<file path="config.mk">
export PLATFORM = sky130hd
export DESIGN_NAME = sdk_lane
export DESIGN_NICKNAME = d
export VERILOG_FILES = /design/src/rtl/sdk_pkg.sv /design/src/rtl/sdk_lane.sv
export SDC_FILE = /design/constraint.sdc
export NUM_CORES = 1
export LEC_CHECK = 0
export BUFFER_PORTS_ARGS = -buffer_cell sky130_fd_sc_hd__buf_2
export CELL_PAD_IN_SITES_DETAIL_PLACEMENT = 0
export CELL_PAD_IN_SITES_GLOBAL_PLACEMENT = 2
export CORE_MARGIN = 2
export CORE_UTILIZATION = 30
export DETAILED_ROUTE_END_ITERATION = 10
export PLACE_DENSITY = 0.7
export SYNTH_ARGS = -nofsm -noshare
export SYNTH_HDL_FRONTEND = slang
export SYNTH_SLANG_ARGS = --single-unit
</file>
<file path="constraint.sdc">
create_clock -name clk -period 10.4 [get_ports clk]
set_input_delay 0 -clock clk [delete_from_list [all_inputs] [get_ports clk]]
set_output_delay 0 -clock clk [all_outputs]
set_load 0.1 [all_outputs]
</file>
<file path="src/rtl/sdk_pkg.sv">
// shared types, constants and rounding helper for the sidechain ducker
`default_nettype none

package sdk_pkg;

	// field widths
	localparam int SAMPLE_BITS  = 24;
	localparam int MAX_CHANNELS = 4;
	localparam int HOLD_BITS    = 20;
	localparam int COEF_BITS    = 24;
	localparam int COEF_FRAC    = 23;
	localparam int CH_BITS      = 3;
	localparam int LEVEL_BITS   = SAMPLE_BITS - 1;

	// configuration port
	localparam int CFG_ADDR_BITS = 3;
	localparam int CFG_DATA_BITS = 24;

	// product and rounded product widths
	localparam int PROD_BITS = 2 * (COEF_BITS + 1);
	localparam int RND_BITS  = PROD_BITS - COEF_FRAC;

	// stream widths, padded to whole bytes
	localparam int IN_RAW   = (MAX_CHANNELS + 1) * SAMPLE_BITS;
	localparam int IN_BITS  = ((IN_RAW + 7) / 8) * 8;
	localparam int OUT_RAW  = MAX_CHANNELS * SAMPLE_BITS + COEF_BITS + 1;
	localparam int OUT_BITS = ((OUT_RAW + 7) / 8) * 8;

	// q1.23 constants
	localparam logic [COEF_BITS-1:0] UNITY        = COEF_BITS'(1) << COEF_FRAC;
	localparam logic [COEF_BITS-1:0] ATTACK_FIXED = COEF_BITS'(2860515);

	// register indexes
	typedef enum logic [CFG_ADDR_BITS-1:0] {
		REG_THRESHOLD = 3'd0,
		REG_RANGE     = 3'd1,
		REG_ATTACK    = 3'd2,
		REG_DECAY     = 3'd3,
		REG_RELEASE   = 3'd4,
		REG_HOLD      = 3'd5,
		REG_CHANNELS  = 3'd6
	} cfg_reg_t;

	typedef logic signed [SAMPLE_BITS-1:0] sample_t;
	typedef logic [COEF_BITS-1:0] coef_t;

	// sequencer to lanes and output stage
	typedef struct packed {
		logic  mul_en;
		logic  out_load;
		logic  ducking;
		coef_t gain;
	} lane_ctl_t;

	// floor((p + 2^22) / 2^23)
	function automatic logic signed [RND_BITS-1:0] q_round(input logic signed [PROD_BITS-1:0] p);
		logic signed [PROD_BITS-1:0] t;
		t = p + (PROD_BITS'(1) << (COEF_FRAC - 1));
		return t[PROD_BITS-1:COEF_FRAC];
	endfunction

endpackage

`default_nettype wire

</file>
<file path="src/rtl/sdk_lane.sv">
// one channel lane: sample capture, gain multiply, rounding and saturation
`default_nettype none

module sdk_lane
	import sdk_pkg::*;
(
	input  wire logic      clk,
	input  wire logic      load,
	input  wire sample_t   sample_in,
	input  wire logic      en,
	input  wire lane_ctl_t ctl,
	output sample_t        y
);

	sample_t                     sample_q;
	logic signed [PROD_BITS-1:0] prod_q;
	logic signed [COEF_BITS:0]   gain_s;
	logic signed [RND_BITS-1:0]  r;

	assign gain_s = {1'b0, ctl.gain};

	// capture sample on transfer, multiply when the gain is ready
	always_ff @(posedge clk) begin
		if (load) begin
			sample_q <= sample_in;
		end
		if (ctl.mul_en) begin
			prod_q <= sample_q * gain_s;
		end
	end

	assign r = q_round(prod_q);

	// saturate to the sample range, inactive channel gives zero
	always_comb begin
		if (!en) begin
			y = '0;
		end else if (r[RND_BITS-1:SAMPLE_BITS-1] !=
				{(RND_BITS-SAMPLE_BITS+1){r[RND_BITS-1]}}) begin
			y = r[RND_BITS-1] ? {1'b1, {(SAMPLE_BITS-1){1'b0}}}
			                  : {1'b0, {(SAMPLE_BITS-1){1'b1}}};
		end else begin
			y = r[SAMPLE_BITS-1:0];
		end
	end

endmodule

`default_nettype wire

</file>
==> results of run 1 <==
[cell families after synthesis]
family | after synthesis | synth area share
AO/OA/AOI/OAI | 148 | 0.0472
XOR/XNOR | 47 | 0.0195
buffers and inverters | 635 | 0.115
flip-flops | 51 | 0.0724
AND/OR/NAND/NOR | 710 | 0.173
adder cells (fa/ha/maj) | 680 | 0.573
multiplexers | 1 | 0.000533
[final timing paths]
kind | slack [ps] | start | endpoint | depth (start not counted)
max | 2270 | sample_q[7] | prod_q[46] | 22
min | 200 | ctl[26] | prod_q[44] | 1
max reg2reg | 2270 | sample_q[7] | prod_q[46] | 22
min reg2reg | 1910 | sample_q[1] | prod_q[22] | 5
[Yosys cell counts, types with 2 or more instances]
cell type    n  area (µm²)
clkbuf_4     2        15.0
ha_1       199        2490
a21oi_2     20         175
nand4b_1     2        17.5
xor2_1      25         219
edfxtp_1    51        1530
buf_4        2        15.0
a31oi_1      4        25.0
and2_1     270        1690
nor2b_1     12        75.1
o21ai_0     18        90.1
and4_1       4        35.0
o21a_1       3        22.5
o221ai_1     2        17.5
xnor2_1     22         193
nand3_1     27         135
nor4_4       2        42.5
a211oi_1     5        37.5
a221oi_1     2        17.5
inv_1      529        1990
buf_6        3        33.8
buf_1        5        18.8
fa_1       481        9630
clkbuf_1    94         353
or2_2        3        18.8
nand4_1      9        56.3
o21ai_2      2        17.5
o211a_1      2        20.0
a21boi_0     2        15.0
and3_1       7        43.8
nand2_1    313        1170
nor3_1       8        40.0
nand4_4      3        63.8
nand2b_1    17         106
o211ai_1     8        60.1
a41oi_1      2        17.5
nor2_1      25        93.8
nor4_1       3        18.8
o21bai_1     8        60.1
a21o_1      12        90.1
a21oi_1     49         245
[registers in the layout, indices dropped and copies added, names as in the netlist]
signal / flops
prod_q: 27
sample_q: 24
[per-stage QoR]
step	hold slack, ps	instance area (µm²)	cells	setup slack (ps)	util
6_report	199	22800	3235	2270	0.326
5_1_grt	229	22800	3233	1900	0.326
4_1_cts	203	22800	3232	2260	0.326
3_5_place_dp	178	22400	3200	2340	0.320
3_3_place_gp	179	22400	3200	2410	0.320
2_1_floorplan	98.9	21100	2272	3860	-
[worst max-delay path, cell delays in order (launching register included)]
cell and delay, ps:
edfxtp_1 1210, nand2_1 180, fa_1 570, inv_1 50, fa_1 500, inv_1 50, fa_1 360, inv_1 110
fa_1 420, fa_1 450, fa_1 570, inv_1 60, fa_1 480, inv_1 40, ha_1 420, nand4_1 210
nor2_1 200, o211ai_1 210, a211oi_1 760, o211ai_1 290, a21o_1 240, a21boi_0 240, o311ai_0 170
[final cells by class]
type | instances | area [µm²]
fillers | 7384 | 47100
multi-input cells | 1586 | 17200
inverters | 529 | 1990
flip-flops and latches | 51 | 1530
well taps | 940 | 1180
repair buffers | 118 | 758
clock buffers | 5 | 125
clock inverters | 3 | 33.8
diodes | 3 | 7.51
[metal layers]
metal | vias to the layer above | global-route usage | wire length, µm
met2 | 228 | 0.311 | 31000
met1 | 8027 | 0.208 | 24700
met4 | 0 | 0.0425 | 1550
met5 | - | 0 | 0
li1 | 6781 | - | -
met3 | 70 | 0.0209 | 1840
[what timing repair did]
| item | in CTS | in global routing |
|---|---|---|
| resized for setup | 0 | 0 |
| endpoints found under the setup margin | 0 | 0 |
| hold buffers | 24 | 0 |
| hold endpoints to repair | 24 | 0 |
| setup buffers | 0 | 0 |
==> metrics.txt, run 1 <==
status finished, final reports clean; DR WL/cell 18.3 µm; CTS tree done; clock transition at the registers of the reported paths 110 ps; # rows 97; share of cells above drive strength 1 0.0589; Worst Tran Pin Value 1280 ps; Syn Nets 3006; Post-Route WL 59200 µm; startpoint types flop; Gate Count Post-Synth 2272; sequential share of the synthesized area 0.0724; Rel. slew slack 0.147; initial drt markers 537; EDFF count, synth 51; CP endpoint kind flop; Pre-antenna DRT Iters 5; Final setup viols 0; first-pass GRT wire length 95600 µm; global placement routability congestion 0.793; Area Growth Syn to Fin 7.88%; routed vias 15100; hpwl dp 45500 µm; Setup Crit Path Kind flop to flop; synth warn 0; initial antenna violation count 3; synthesized flop and latch total 51; Avg Cell Area, Syn 9.31 µm²; fin nets 3025; number of I/O port buffers 75; maximum fanout along the worst path 25; vias in the first global route 17100; Synth cell types 56; max-slew violations 0; final worst path period share 0.782; WP data required 10460 ps; Die Span Y 269 µm; maximum clock path buffer count 2; Setup Total Neg Slack 0 ps; die area 72600 µm²; most frequent cells in the layout inv_1, fa_1, nand2_1; Fin. Hold Viols 0; Final Skew 28.0 ps; Worst Path Arrival 8190 ps; Routed Antenna Nets 0; CTS root buffer clkbuf_16; Worst-Skew Late Latency 350 ps; Period minus WS final 8130 ps; ys flop type edfxtp_1; vias per cell 4.67; CORE AREA 69900 µm²; clock net sink count 51; Initial Utilization 0.302; Global Route Usage Sum 0.169; netlist area before placement 21100 µm²; CTS Buf Count 5; commonest non-fill, non-tap cell in the layout inv_1; H-tree levels 2; total grt overflow 0; drc violations 0; largest net degree at the start of global routing 28; Async S/R FF share, synth 0; RSZ-0062 raised after global routing no; Die Wd 269 µm; max cap viols 0; Tightest Hold Check Type input pin to flop; Ports 78; Max Freq 123 MHz
Power of run 1 is not shown: default switching activity piles up to over one toggle a cycle in this logic, so the estimate is an artifact.
==> inputs of run 2 (changes only) <==
Settings changed: ABC_AREA set to 1, PLACE_DENSITY 0.7 to 0.73.
Clock period 10.4 ns to 8.2 ns, I/O delays scaled along.
==> metrics.txt, run 2 <==
die area 77300 µm²; clock net sink count 51; top cell type by total area after synthesis fa_1; biggest regs prod_q: 27 flops, sample_q: 24 flops; share of cells above drive strength 1 0.0453; CTS Buf Count 5; Worst-Skew Late Latency 340 ps; Critical R2R Capture prod_q[26]; Initial Utilization 0.303; Setup Total Neg Slack 0 ps; number of I/O port buffers 75; Avg Cell Area, Syn 7.73 µm²; synthesized flop and latch total 51; RR Startpoint sample_q[23]; Worst Path Arrival 7250 ps; Post-Route WL 63900 µm; Max Freq 140 MHz; drc violations 0; antenna cells 0; vias per cell 4.50; min-delay src ctl[26]; hpwl dp 55100 µm; CP max stage cell edfxtp_1; CTS root buffer clkbuf_16; synth warn 0; max cap viols 0; routed vias 17600; first-pass GRT wire length 107000 µm; Placed Area 23800 µm²; Setup Crit Path Kind flop to flop; Gate Count Post-Synth 2913; netlist area before placement 22500 µm²; total grt overflow 0; DR WL/cell 16.4 µm; startpoint types flop; Tightest Hold Check Type input pin to flop; Final Skew 8.57 ps; max-slew violations 0; Largest Register prod_q; Area contributors post-synth fa_1, inv_1, nand2_1; Area Growth Syn to Fin 7.49%; crit-path max cell delay 600 ps; hold depth 1; most used cell, CP fa_1; Rel. slew slack 0.196; maximum clock path buffer count 2; Post-CTS Setup Bufs 0; H-tree levels 2; global placement routability congestion 0.874; most frequent cells in the layout inv_1, nand2_1, fa_1; Period minus WS final 7140 ps; max reg flops 27; Reg2Reg Setup Slack 1060 ps; RSZ-0062 raised after global routing no; design area 24200 µm²; sequential share of the synthesized area 0.0680; most common cell in the netlist inv_1; crit-path cells inv_1 > or2_2 > fa_1 > fa_1 > inv_1 > fa_1 > fa_1 > fa_1 > fa_1 > inv_1 > fa_1 > inv_1 > ha_1 > nand2_1 > nor2_1 > inv_1 > nor3_1 > inv_1 > o21ai_0 > a21oi_1 > xnor2_1; Syn Nets 3647; vias in the first global route 19800; commonest non-fill, non-tap cell in the layout inv_1; Resize count post-CTS 0; Die Wd 278 µm; Async S/R FF share, synth 0; WP data required 8310 ps; Fin. Hold Viols 0; CP endpoint kind flop; status finished, final reports clean; CTS tree done; most common library cells after synthesis inv_1, nand2_1, fa_1; clock transition at the registers of the reported paths 90 ps; Global Route Usage Sum 0.176; CORE AREA 74300 µm²; initial drt markers 904; Routed Antenna Nets 0; Hold Path Sink prod_q[30]; Worst Tran Pin Value 1210 ps; post-synth top area share 0.428; R2R depth 21; EDFF count, synth 51; largest net degree at the start of global routing 28; Synth cell types 36; Final setup viols 0; ys flop type edfxtp_1; Pre-antenna DRT Iters 5; Ports 78; fin nets 3668; initial antenna violation count 1; Die Span Y 278 µm; # rows 100; maximum fanout along the worst path 24; final worst path period share 0.871
run 2: worst max-delay path, delay by kind of cell, from the launching register on:
family	cells	cell delay, ps
adders and majority gates	8	3830
and+or+nand+nor	4	910
buffers and inverters	6	880
DFF	1	600
xor gates and xnor gates	1	350
AOI/OAI and AO/OA	2	340
run 2: layout make-up:
cell class	count	area, µm²
well taps	969	1210
clock inverters	3	27.5
flip-flops and latches	51	1530
multi-input cells	1879	17300
fillers	8082	50100
inverters	883	3310
repair buffers	114	728
clock buffers	5	125
run 2: logic make-up after synthesis:
group	after synthesis	synth area share
adder cells (fa/ha/maj)	680	0.538
XOR/XNOR	37	0.0144
flip-flops	51	0.0680
buffers and inverters	983	0.165
AO/OA/AOI/OAI	120	0.0288
AND/OR/NAND/NOR	1042	0.185
run 2: repair_timing:
action / CTS / global route
endpoints found under the hold margin: 24 / 0
setup endpoints to repair: 0 / 0
hold buffers: 24 / 0
run 2: per-stage QoR:
step | instances | setup WS (ps) | hold slack (ps) | utilization
CTS | 3904 | 1040 | 206 | 0.326
detailed placement | 3872 | 1120 | 178 | 0.320
global route | 3904 | 716 | 248 | 0.326
floorplan | 2913 | 2270 | 98.9 | -
global placement | 3872 | 1070 | 177 | 0.320
finish | 3904 | 1060 | 212 | 0.326
run 2: per-layer routing:
metal	track usage	vias up	wire length, µm	share of wire
li1	-	8287	-	-
met1	0.235	8909	29000	0.45
met2	0.307	282	31600	0.49
met3	0.0144	74	1850	0.029
met4	0.0453	2	1460	0.023
met5	0	-	8	0.00013
run 2: how the worst max path moves through the flow:
| stage | startpoint | end | slack, ps |
|---|---|---|---|
| finish | sample_q[23] | prod_q[26] | 1060 |
| global route | sample_q[7] | prod_q[46] | 720 |
| detailed placement | sample_q[23] | prod_q[44] | 1120 |
| global placement | sample_q[23] | prod_q[44] | 1070 |
| floorplan | sample_q[3] | prod_q[47] | 2270 |
| CTS | sample_q[23] | prod_q[44] | 1040 |
Power of run 2 is left out for the same reason.
